`src/hw/rtl/mtes_pkg.sv`:
```
// ----------------------------------------------------------------------------
// mtes_pkg: shared types and constants of the timer scheduler
// Command and status codes, field widths and the row control word.
// ----------------------------------------------------------------------------
package mtes_pkg;

  localparam int NUM_TIMERS_DEF = 16;
  localparam int TIME_BITS_DEF  = 32;
  localparam int IN_W           = 32;
  localparam int SLOT_W         = 4;
  localparam int TAG_W          = 16;
  localparam int CNT_W          = 16;
  localparam int STAT_W         = 3;

  typedef enum logic [1:0] {
    CMD_TICK   = 2'd0,
    CMD_CREATE = 2'd1,
    CMD_DELETE = 2'd2,
    CMD_NONE   = 2'd3
  } cmd_t;

  typedef enum logic [2:0] {
    ST_NONE    = 3'd0,
    ST_EXPIRY  = 3'd1,
    ST_CREATED = 3'd2,
    ST_FULL    = 3'd3,
    ST_DELETED = 3'd4,
    ST_UNUSED  = 3'd5
  } status_t;

  typedef enum logic [2:0] {
    S_IDLE,
    S_SWEEP,
    S_DIV,
    S_DONE
  } state_t;

  // control word handed to every cell of the row
  typedef struct packed {
    logic shift;    // rotate the row by one cell
    logic reload;   // reload or free the selected cell after an expiry
  } row_ctl_t;

endpackage

```
`src/hw/rtl/mtes_cell.sv`:
```
// ----------------------------------------------------------------------------
// mtes_cell: one timer slot of the rotating row
// Holds live mark, remaining time, period, one-shot mark and tag.
// ----------------------------------------------------------------------------
module mtes_cell
  import mtes_pkg::*;
#(
  parameter int TIME_BITS = TIME_BITS_DEF
) (
  input  logic                  clk,
  input  logic                  rst,
  input  row_ctl_t              ctl,
  input  logic                  sel,
  input  logic                  in_live,
  input  logic [TIME_BITS+1:0]  in_rem,
  input  logic [TIME_BITS-1:0]  in_per,
  input  logic                  in_shot,
  input  logic [TAG_W-1:0]      in_tag,
  output logic                  live,
  output logic [TIME_BITS+1:0]  rem,
  output logic [TIME_BITS-1:0]  per,
  output logic                  shot,
  output logic [TAG_W-1:0]      tag
);

  always_ff @(posedge clk) begin
    if (rst) begin
      live <= 1'b0;
    end else if (ctl.shift) begin
      live <= in_live;
    end else if (ctl.reload && sel && shot) begin
      live <= 1'b0;
    end
  end

  always_ff @(posedge clk) begin
    if (ctl.shift) begin
      rem  <= in_rem;
      per  <= in_per;
      shot <= in_shot;
      tag  <= in_tag;
    end else if (ctl.reload && sel) begin
      rem  <= {2'b00, per};
    end
  end

endmodule

```
`src/hw/rtl/mtes_divider.sv`:
```
// ----------------------------------------------------------------------------
// mtes_divider: restoring divider for the overrun count
// One quotient bit a cycle, saturating the quotient at its maximum.
// ----------------------------------------------------------------------------
module mtes_divider
  import mtes_pkg::*;
#(
  parameter int NW = 34
) (
  input  logic             clk,
  input  logic             rst,
  input  logic             go,
  input  logic [NW-1:0]    num,
  input  logic [NW-1:0]    den,
  output logic             done,
  output logic [CNT_W-1:0] quo
);

  localparam int CW = $clog2(NW + 1);

  logic [NW-1:0] n, d, q;
  logic [NW:0]   r;
  logic [CW-1:0] cnt;
  logic          run;
  logic [NW:0]   trial;

  assign trial = {r[NW-1:0], n[NW-1]};

  always_ff @(posedge clk) begin
    if (rst) begin
      run  <= 1'b0;
      done <= 1'b0;
    end else begin
      done <= 1'b0;
      if (go) begin
        run <= 1'b1;
        cnt <= CW'(NW);
        n   <= num;
        d   <= den;
        r   <= '0;
        q   <= '0;
      end else if (run) begin
        n <= {n[NW-2:0], 1'b0};
        if (trial >= {1'b0, d}) begin
          r <= trial - {1'b0, d};
          q <= {q[NW-2:0], 1'b1};
        end else begin
          r <= trial;
          q <= {q[NW-2:0], 1'b0};
        end
        cnt <= cnt - 1'b1;
        if (cnt == CW'(1)) begin
          run  <= 1'b0;
          done <= 1'b1;
        end
      end
    end
  end

  // saturate at the count limit
  assign quo = (q > NW'({CNT_W{1'b1}})) ? {CNT_W{1'b1}} : q[CNT_W-1:0];

endmodule

```
`src/hw/rtl/multi_timer_expiry_scheduler.sv`:
```
// ----------------------------------------------------------------------------
// multi_timer_expiry_scheduler: table of periodic and one-shot timers
// Rotating row of timer cells swept once per command.
// ----------------------------------------------------------------------------
// create and delete strobe their result word as the sweep ends, after one full turn of the row;
//   a tick strobes it from the S_DONE state after the turn; an expiry adds a divider run in S_DIV
// a new command is taken only in S_IDLE; busy is high from start until the state returns there
// the result strobe lasts one cycle; the receiver cannot stall
// reset clears all live marks at once; no clearing pass is needed
module multi_timer_expiry_scheduler
  import mtes_pkg::*;
#(
  parameter int NUM_TIMERS = NUM_TIMERS_DEF,
  parameter int TIME_BITS  = TIME_BITS_DEF
) (
  input  logic              clk,
  input  logic              rst,
  input  logic              start,
  output logic              busy,
  input  logic [1:0]        command,
  input  logic [IN_W-1:0]   elapsed_ticks,
  input  logic [IN_W-1:0]   duration_ticks,
  input  logic              one_shot,
  input  logic [TAG_W-1:0]  target_tag,
  input  logic [SLOT_W-1:0] slot_handle,
  output logic              done,
  output logic [STAT_W-1:0] status,
  output logic [SLOT_W-1:0] timer_slot,
  output logic [TAG_W-1:0]  expired_tag,
  output logic [CNT_W-1:0]  overrun_count
);

  localparam int RW  = TIME_BITS + 2;
  localparam int IW  = (TIME_BITS < IN_W) ? TIME_BITS : IN_W;
  localparam int PW  = (NUM_TIMERS > 1) ? $clog2(NUM_TIMERS) : 1;
  localparam int CW  = $clog2(NUM_TIMERS + 1);
  localparam logic signed [RW-1:0] NEG_LIM = {2'b10, {TIME_BITS{1'b0}}};

  state_t state, state_next;
  cmd_t   cmd;
  logic [CW-1:0] pos;
  logic [IW-1:0] elap, dur;
  logic          shot_in;
  logic [TAG_W-1:0] tag_in;
  logic [SLOT_W-1:0] hnd;
  logic          found, have_best;
  logic [PW-1:0] best_pos;
  logic signed [RW-1:0] best_rem;
  logic [TIME_BITS-1:0] best_per;
  logic          best_shot;
  logic [TAG_W-1:0] best_tag;
  logic          div_go, div_done;
  logic [CNT_W-1:0] div_q;
  logic          last;
  logic          exp_wr;

  row_ctl_t ctl;
  logic                 c_live [NUM_TIMERS];
  logic [RW-1:0]        c_rem  [NUM_TIMERS];
  logic [TIME_BITS-1:0] c_per  [NUM_TIMERS];
  logic                 c_shot [NUM_TIMERS];
  logic [TAG_W-1:0]     c_tag  [NUM_TIMERS];

  // head of the row is cell 0; its word is modified and fed into the tail
  logic                 h_live;
  logic [RW-1:0]        h_rem;
  logic signed [RW:0]   diff;

  assign last = (pos == CW'(NUM_TIMERS - 1));

  always_comb begin
    h_live = c_live[0];
    h_rem  = c_rem[0];
    diff   = $signed({c_rem[0][RW-1], c_rem[0]}) - $signed({{(RW+1-IW){1'b0}}, elap});
    case (cmd)
      CMD_TICK: begin
        if (c_live[0]) begin
          h_rem = (diff < $signed({NEG_LIM[RW-1], NEG_LIM})) ? NEG_LIM : diff[RW-1:0];
        end
      end
      CMD_CREATE: begin
        if (!c_live[0] && !found) begin
          h_live = 1'b1;
          h_rem  = RW'(dur);
        end
      end
      CMD_DELETE: begin
        if (SLOT_W'(pos) == hnd && 32'(hnd) < NUM_TIMERS) begin
          h_live = 1'b0;
        end
      end
      default: ;
    endcase
  end

  assign ctl.shift  = (state == S_SWEEP);
  assign ctl.reload = exp_wr;

  for (genvar g = 0; g < NUM_TIMERS; g++) begin : g_cell
    localparam int NX = (g + 1) % NUM_TIMERS;
    logic                 i_live, i_shot;
    logic [RW-1:0]        i_rem;
    logic [TIME_BITS-1:0] i_per;
    logic [TAG_W-1:0]     i_tag;
    if (g == NUM_TIMERS - 1) begin : g_tail
      logic wr;
      assign wr     = (cmd == CMD_CREATE) && !c_live[0] && !found;
      assign i_live = h_live;
      assign i_rem  = h_rem;
      assign i_per  = wr ? TIME_BITS'(dur) : c_per[0];
      assign i_shot = wr ? shot_in : c_shot[0];
      assign i_tag  = wr ? tag_in : c_tag[0];
    end else begin : g_mid
      assign i_live = c_live[NX];
      assign i_rem  = c_rem[NX];
      assign i_per  = c_per[NX];
      assign i_shot = c_shot[NX];
      assign i_tag  = c_tag[NX];
    end
    mtes_cell #(.TIME_BITS(TIME_BITS)) u_cell (
      .clk(clk), .rst(rst), .ctl(ctl), .sel(best_pos == PW'(g)),
      .in_live(i_live), .in_rem(i_rem), .in_per(i_per),
      .in_shot(i_shot), .in_tag(i_tag),
      .live(c_live[g]), .rem(c_rem[g]), .per(c_per[g]),
      .shot(c_shot[g]), .tag(c_tag[g])
    );
  end

  mtes_divider #(.NW(RW)) u_div (
    .clk(clk), .rst(rst), .go(div_go),
    .num(RW'(best_per) - best_rem),
    .den(RW'(best_per)),
    .done(div_done), .quo(div_q)
  );

  // next state
  always_comb begin
    state_next = state;
    case (state)
      S_IDLE:  if (start) state_next = S_SWEEP;
      S_SWEEP: if (last) state_next = S_DONE;
      S_DONE: begin
        if (cmd == CMD_TICK && have_best && best_rem <= 0) state_next = S_DIV;
        else state_next = S_IDLE;
      end
      S_DIV:   if (div_done) state_next = S_IDLE;
      default: state_next = S_IDLE;
    endcase
  end

  // outputs
  always_comb begin
    busy   = (state != S_IDLE);
    div_go = (state == S_DONE) && (cmd == CMD_TICK) && have_best && (best_rem <= 0);
  end

  always_ff @(posedge clk) begin
    if (rst) begin
      state <= S_IDLE;
    end else begin
      state <= state_next;
    end
  end

  // the row is back home after the sweep, so the expired cell is reloaded in place
  assign exp_wr = (state == S_DIV) && div_done;

  always_ff @(posedge clk) begin
    if (rst) begin
      done <= 1'b0;
    end else begin
      done <= 1'b0;
      if (state == S_SWEEP && last && cmd != CMD_TICK) done <= 1'b1;
      if (state == S_DONE && !div_go && cmd == CMD_TICK) done <= 1'b1;
      if (exp_wr) done <= 1'b1;
    end
  end

  always_ff @(posedge clk) begin
    if (state == S_IDLE && start) begin
      cmd       <= cmd_t'(command);
      elap      <= elapsed_ticks[IW-1:0];
      dur       <= (duration_ticks[IW-1:0] == '0) ? IW'(1) : duration_ticks[IW-1:0];
      shot_in   <= one_shot;
      tag_in    <= target_tag;
      hnd       <= slot_handle;
      pos       <= '0;
      found     <= 1'b0;
      have_best <= 1'b0;
    end else if (state == S_SWEEP) begin
      pos <= pos + 1'b1;
      if (cmd == CMD_CREATE && !c_live[0] && !found) begin
        found    <= 1'b1;
        best_pos <= PW'(pos);
      end
      // delete hit remembered, the head word has gone back round by the end
      if (cmd == CMD_DELETE && c_live[0] && SLOT_W'(pos) == hnd &&
          32'(hnd) < NUM_TIMERS) begin
        found <= 1'b1;
      end
      if (cmd == CMD_TICK && c_live[0] &&
          (!have_best || $signed(h_rem) < best_rem)) begin
        have_best <= 1'b1;
        best_pos  <= PW'(pos);
        best_rem  <= h_rem;
        best_per  <= c_per[0];
        best_shot <= c_shot[0];
        best_tag  <= c_tag[0];
      end
    end
  end

  // result word
  always_ff @(posedge clk) begin
    if (state == S_SWEEP && last) begin
      status        <= ST_NONE;
      timer_slot    <= '0;
      expired_tag   <= '0;
      overrun_count <= '0;
      case (cmd)
        CMD_CREATE: begin
          if (found || !c_live[0]) begin
            status     <= ST_CREATED;
            timer_slot <= found ? SLOT_W'(best_pos) : SLOT_W'(pos);
          end else begin
            status <= ST_FULL;
          end
        end
        CMD_DELETE: begin
          timer_slot <= hnd;
          status <= (found || (c_live[0] && SLOT_W'(pos) == hnd &&
                     32'(hnd) < NUM_TIMERS)) ? ST_DELETED : ST_UNUSED;
        end
        default: ;
      endcase
    end else if (exp_wr) begin
      status        <= ST_EXPIRY;
      timer_slot    <= SLOT_W'(best_pos);
      expired_tag   <= best_tag;
      overrun_count <= div_q;
    end
  end

  // one strobe per command, never high back to back
  a_done_single: assert property (@(posedge clk) disable iff (rst) done |=> !done);
  a_busy_taken: assert property (@(posedge clk) disable iff (rst)
    (start && !busy) |=> busy);
  a_div_tick: assert property (@(posedge clk) disable iff (rst)
    (state == S_DIV) |-> (cmd == CMD_TICK));

endmodule
```
`config.mk`:
```
export PLATFORM = sky130hd
export DESIGN_NAME = multi_timer_expiry_scheduler
export DESIGN_NICKNAME = d
export VERILOG_FILES = /design/src/hw/rtl/mtes_pkg.sv /design/src/hw/rtl/mtes_cell.sv /design/src/hw/rtl/mtes_divider.sv /design/src/hw/rtl/multi_timer_expiry_scheduler.sv
export SDC_FILE = /design/constraint.sdc
export NUM_CORES = 2
export LEC_CHECK = 0
export BUFFER_PORTS_ARGS = -buffer_cell sky130_fd_sc_hd__buf_2
export CAP_MARGIN = 10
export CELL_PAD_IN_SITES_DETAIL_PLACEMENT = 0
export CELL_PAD_IN_SITES_GLOBAL_PLACEMENT = 2
export CORE_MARGIN = 10
export CORE_UTILIZATION = 45
export DETAILED_ROUTE_END_ITERATION = 10
export PLACE_DENSITY = 0.88
export SLEW_MARGIN = 20
export SYNTH_ARGS = -nofsm -noshare
export SYNTH_HDL_FRONTEND = slang
export SYNTH_SLANG_ARGS = --single-unit
```
`constraint.sdc`:
```
create_clock -name clk -period 27 [get_ports clk]
set_input_delay 4.05 -clock clk [delete_from_list [all_inputs] [get_ports clk]]
set_output_delay 4.05 -clock clk [all_outputs]
set_load 0.05 [all_outputs]
```
Word level (Yosys, flattened, before mapping)
Cells that the tools add are included.
- memory bits (writable): 0
- bits in latches: 0
- register bits after elaboration: 1709
- bits of input ports: 90
- memories kept: 0
- word-level logic and storage cells: 361
- bits in read-only memories: 0
- output and inout port bits: 41
- $lt $le $gt $ge: 5
- shift operators: 0
- bitwise gates (word level): 3
- multiplexer cells: 108
- divide/modulo/power cells: 0
- add/sub/neg operators: 5
- equal/unequal tests: 26
- multiply operators: 0
- reductions and logical operators: 108
- operators with widths (kind ; count):
    two-way mux 34 bit ; 40
    nonzero test 2 bit ; 37
    case mux 34 bit (2 select lines) ; 1
    logical AND 1 bit ; 51
    two-way mux 1 bit ; 47
    >= comparator 35 x 32 -> 1 bit ; 1
    less-than comparator 35 x 34 -> 1 bit, second input constant ; 1
    subtractor 34 x 33 -> 35 bit ; 1
    greater-than comparator 34 x 16 -> 1 bit, second input constant ; 1
    less-or-equal comparator 34 x 1 -> 1 bit, second input constant ; 1
    less-than comparator 34 bit ; 1
    subtractor 32 x 34 -> 34 bit ; 1
    subtractor 34 x 32 -> 34 bit ; 1
    == test 4 bit, second input constant ; 8
    zero test 32 bit ; 1
    two-way mux 16 bit ; 2
    two-way mux 32 bit ; 1
    two-way mux 4 bit ; 6
    == test 4 x 3 -> 1 bit, second input constant ; 4
    two-way mux 3 bit ; 5
    case mux 3 bit (4 select lines) ; 1
    AND reduction 3 bit ; 3
    == test 4 x 2 -> 1 bit, second input constant ; 2
    case mux 4 bit (2 select lines) ; 1
    other kinds (25) ; 37

Longest topological paths before layout
- word-level depth: 10
- gate-level depth with buffers: 26
- depth with buffers taken out: 25

Modules after synthesis
A second synthesis with hierarchy kept.
- cell total of the unflattened synthesis: 4117
- area total of the unflattened synthesis: 70787.9 µm²
- by module, submodules not included (module ; cells each ; sequential area each (µm²) ; instances ; area an instance (µm²)):
    mtes_cell ; 126 ; 2512.4 ; 16 ; 3091.7
    multi_timer_expiry_scheduler ; 1438 ; 6246.0 ; 1 ; 13491.7
    mtes_divider ; 663 ; 4304.1 ; 1 ; 7828.8

Worst setup path before layout
Ideal clock, no wire load.
- kind: reg-to-reg
- start point: reg state[0]
- end point: reg g_cell[0].u_cell.per[0], enable pin
- buffers on the path: 4
- arrival time: 22.408 ns
- required time: 25.545 ns
- period minus slack after synthesis: 23.863 ns
- cell stages (with the launch flop): 7
- path slack: 3.137 ns
- library setup time: 1.455 ns
- cells stage by stage: dfxtp_1 clkbuf_1 nand2b_1 clkbuf_1 inv_2 clkbuf_1 clkbuf_1
- cells in the longest elaborated chain, start to end: 1
- ends and longest elaborated chain (item ; RTL line ; text):
    start, declared ; multi_timer_expiry_scheduler.sv:39 ; state_t state, state_next;
    start signal, assigned ; multi_timer_expiry_scheduler.sv:161 ; state <= state_next;
    == test 3 x 1 -> 1 bit ; multi_timer_expiry_scheduler.sv:96 ; assign ctl.shift = (state == S_SWEEP);
    end signal, assigned ; mtes_cell.sv:39 ; per <= in_per;
    end, declared ; mtes_cell.sv:21 ; output logic [TIME_BITS-1:0] per,
No other way between the ends.
A chain may end at the register's enable or synchronous reset.

Worst setup path in the final report
- start point: reg g_cell[0].u_cell.rem[18]
- end point: reg best_tag[4], enable pin
- cells in the longest elaborated chain, start to end: 9
- elaborated cells between the ends (all ways): 10
- those cells by class: add/sub: 1; order compare: 2; mux: 4; reduce/logical: 3
- ends and longest elaborated chain (item ; RTL line ; text):
    start, declared ; mtes_cell.sv:20 ; output logic [TIME_BITS+1:0] rem,
    start signal, assigned ; mtes_cell.sv:38 ; rem <= in_rem;
    start signal, assigned ; mtes_cell.sv:43 ; rem <= {2'b00, per};
    subtractor 34 x 33 -> 35 bit * ; multi_timer_expiry_scheduler.sv:74 ; diff = $signed({c_rem[0][RW-1], c_rem[0]}) - $signed({{(RW+1-IW){1'b0}}, elap});
    less-than comparator 35 x 34 -> 1 bit ; multi_timer_expiry_scheduler.sv:78 ; h_rem = (diff < $signed({NEG_LIM[RW-1], NEG_LIM})) ? NEG_LIM : diff[RW-1:0];
    two-way mux 34 bit * ; multi_timer_expiry_scheduler.sv:78 ;
    two-way mux 34 bit * ; multi_timer_expiry_scheduler.sv:77 ; if (c_live[0]) begin
    case mux 34 bit (2 select lines) * ; multi_timer_expiry_scheduler.sv:75 ; case (cmd)
    named net g_cell[15].i_rem[27] ; multi_timer_expiry_scheduler.sv:102 ; logic [RW-1:0] i_rem;
    less-than comparator 34 bit * ; multi_timer_expiry_scheduler.sv:202 ; (!have_best || $signed(h_rem) < best_rem)) begin
    logical OR 1 bit * ; multi_timer_expiry_scheduler.sv:202 ;
    logical AND 1 bit * ; multi_timer_expiry_scheduler.sv:201 ; if (cmd == CMD_TICK && c_live[0] &&
    AND reduction 3 bit (no line) * ; -- ;
    end signal, assigned ; multi_timer_expiry_scheduler.sv:208 ; best_tag <= c_tag[0];
    end, declared ; multi_timer_expiry_scheduler.sv:51 ; logic [TAG_W-1:0] best_tag;
Mark *: on every way through the listed nets, which the timed path passes. The rest lies on a longest branch.

==> metrics.md <==
| Metric | Value |
|---|---|
| Hold Fails Final Rpt | 0 |
| Worst-Margin Slew | 1170 ps |
| Count leader, synth | nand2_1 |
| First-pass GRT wire length | 246 mm |
| CTS root buffer | clkbuf_16 |
| Die X | 408 µm |
| CTS Buffer Depth | 3 |
| Prevailing post-synth register cell | edfxtp_1 |
| Synth warn | 0 |
| Num rows | 142 |
| Crit-path slowest cell | mux2i_2 |
| H-tree depth | 4 |
| Post-synthesis sequential area ratio | 0.747 |
| DP Wirelength | 109 mm |
| Vias in the first global route | 38000 |
| Core area | 0.150 mm² |
| Post-CTS Setup Bufs | 0 |
| Final Skew | 81.4 ps |
| Worst Hold Class | register to register |
| Post-DP Area | 0.0709 mm² |
| Count of final setup violators | 0 |
| CTS clk-pin slew, worst paths | 60 ps |
| Delay-heaviest family, CP | compound AO/OA/AOI/OAI gates |
| Drt total wl | 165 mm |
| CTS Buf Count | 173 |
| FF+latch count, synth | 1708 |
| Fraction of registers with async set/reset | 0 |
| Worst path bufs/invs | 1 |
| Die height | 408 µm |
| Post-CTS Resized | 0 |
| Syn Area/Cell | 13.2 µm² |
| Maximum fanout along the worst path | 57 |
| Synth area leaders | edfxtp_1 (73%), nand2_1 (9.9%), ha_1 (2.5%), dfxtp_1 (1.8%), a21oi_1 (1.1%) |
| Vias per cell | 5.24 |
| Critical Path RT | 27390 ps |
| Post-synth top area cell | edfxtp_1 |
| Mapped Cells | 5142 |
| Slew HR | 0.215 |
| Slew Limit Fails | 0 |
| Hold Buf Count CTS | 0 |
| Die area | 0.167 mm² |
| Tmin final | 7460 ps |
| CTS tree | built |
| Final instance area | 0.0769 mm² |
| Port Buf Inserts | 130 |
| Number of flops mapped to enable cells by yosys | 1648 |
| WL/cell | 22.2 µm |
| Leak Pwr | 29.4 nW |
| Pin count of the biggest net entering global routing | 213 |
| Startpoint types | register |
| Syn Nets | 5372 |
| Peak Freq | 134 MHz |
| Num Clock Sinks | 1708 |
| Total power | 5.94 mW |
| Final worst path period share | 0.276 |
| Post-layout net count | 5512 |
| Critical path class | register to register |
| Residual DRC count | 0 |
| RD Place Congestion | 0.941 |
| Power Dens Cells | 77.3 mW/mm² |
| GRT Util Overall | 0.194 |
| Drt first pass iters | 7 |
| DRT iter0 DRCs | 3979 |
| Share of post-route cells with drive strength above 1 | 0.0969 |
| Crit path capture type | register |
| Area Overhead vs Synth | 13.2% |
| Grt total ovfl | 0 |
| Number of distinct library cells after synthesis | 83 |
| Starting Density | 0.453 |
| Synth top cells by count | nand2_1 (1799), edfxtp_1 (1648), clkbuf_1 (197), inv_1 (156), a21oi_1 (155) |
| Outcome | completed |
| Max Cap Viol | 0 |
| Crit path largest cell delay | 840 ps |
| Yosys top cell area share | 0.729 |
| # IOs | 131 |
| VDD IR max | 67.4 µV |
| Remaining antenna violation count | 0 |
| Arrival time of the worst setup path | 7850 ps |
| Setup TNS | 0 ps |
| RSZ-0062 raised after global routing | no |
| Mapped Area | 0.0679 mm² |
| Initial antenna violation count | 14 |
| Worst skew pair latency | 840 ps |
| Worst path cell trace | ha_1 > a21o_1 > a31o_1 > a2111oi_4 > o21bai_2 > o31ai_4 > mux2i_2 > a32oi_1 > o21ai_0 > ha_1 > a21o_1 > a21oi_1 > nor2b_1 > o211ai_1 > a31oi_1 > or4_1 > a211o_1 > a2111oi_4 > nor3_1 > a211oi_4 > buf_4 |
| Vias | 39000 |
flip-flops by register name, indices dropped and copies added, names as in the netlist, 3 cells and up:
name / flops
u_div.cnt: 6
best_rem: 34
elap: 32
g_cell.u_cell.rem: 544
dur: 32
pos: 5
hnd: 4
timer_slot: 4
tag_in: 16
expired_tag: 16
status: 3
best_pos: 4
overrun_count: 16
g_cell.u_cell.per: 512
u_div.q: 34
u_div.d: 32
best_tag: 16
g_cell.u_cell.live: 16
best_per: 32
u_div.r: 34
g_cell.u_cell.shot: 16
u_div.n: 34
g_cell.u_cell.tag: 256
power by group:
group | leakage, nW | switching [mW] | internal (mW)
registers | 16.1 | 0.0685 | 3.08
logic | 10.5 | 0.250 | 0.0909
clock network | 2.83 | 1.06 | 1.39
final timing paths:
kind,start,end,slack (ps),depth (start not counted)
max reg2reg,g_cell[0].u_cell.rem[18]$_DFFE_PP_,best_tag[4]$_DFFE_PP_,19540,21
max,g_cell[0].u_cell.rem[18]$_DFFE_PP_,best_tag[4]$_DFFE_PP_,19540,21
min,g_cell[1].u_cell.tag[3]$_DFFE_PP_,g_cell[0].u_cell.tag[3]$_DFFE_PP_,360,0
min reg2reg,g_cell[1].u_cell.tag[3]$_DFFE_PP_,g_cell[0].u_cell.tag[3]$_DFFE_PP_,360,0
final cells by class:
cell class,count,area [µm²]
flip-flops and latches,1708,50700
fillers,12600,73100
repair buffers,190,1170
diodes,1,2.50
well taps,2016,2520
inverters,157,597
clock inverters,118,1400
multi-input cells,3052,16000
clock buffers,204,4520
placed cells by master (no fill, tap or decap), types with 15 or more instances in the layout:
cell type and instances:
dfxtp_1 60, nor2_1 124, a211oi_1 17, buf_2 130
edfxtp_1 1648, xor2_1 28, clkbuf_16 176, nand2_1 1796
clkinv_16 15, xnor2_1 52, clkinv_2 31, clkinv_1 41
nand3_1 72, inv_1 156, clkbuf_1 27, nand4_1 29
buf_4 55, nor4_1 25, ha_1 137, and3_1 16
a21o_1 59, a31oi_1 17, o21ai_0 104, mux2i_1 30
o21a_1 18, bufinv_16 18, o211ai_1 15, and2_1 71
o221a_2 16, nor3_1 35, a21oi_1 154
stage by stage:
step                hold WS (ps)  std cells   util  setup slack (ps)
floorplan                    400       5142      -              3140
global placement             400       7121  0.473             19700
detailed placement           405       7122  0.473             19640
CTS                          356       7444  0.512             19610
global route                 364       7445  0.512             19120
finish                       360       7446  0.513             19540
logic make-up after synthesis:
family | count (synthesis) | synth area share
adders and majority gates | 140 | 0.0261
AOI/OAI and AO/OA | 541 | 0.0536
muxes | 47 | 0.00739
DFF | 1708 | 0.747
buffers and inverters | 382 | 0.0214
and+or+nand+nor | 2244 | 0.134
xor gates and xnor gates | 80 | 0.0103
layer usage:
layer,part of all wire,global-route usage,vias up,routed length [µm]
li1,-,-,18500,-
met5,0,0,-,0
met2,0.46,0.303,1079,76600
met3,0.058,0.0327,198,9630
met1,0.46,0.282,19200,75400
met4,0.022,0.0495,0,3660
Note: power is estimated with default switching activity, not from simulation.
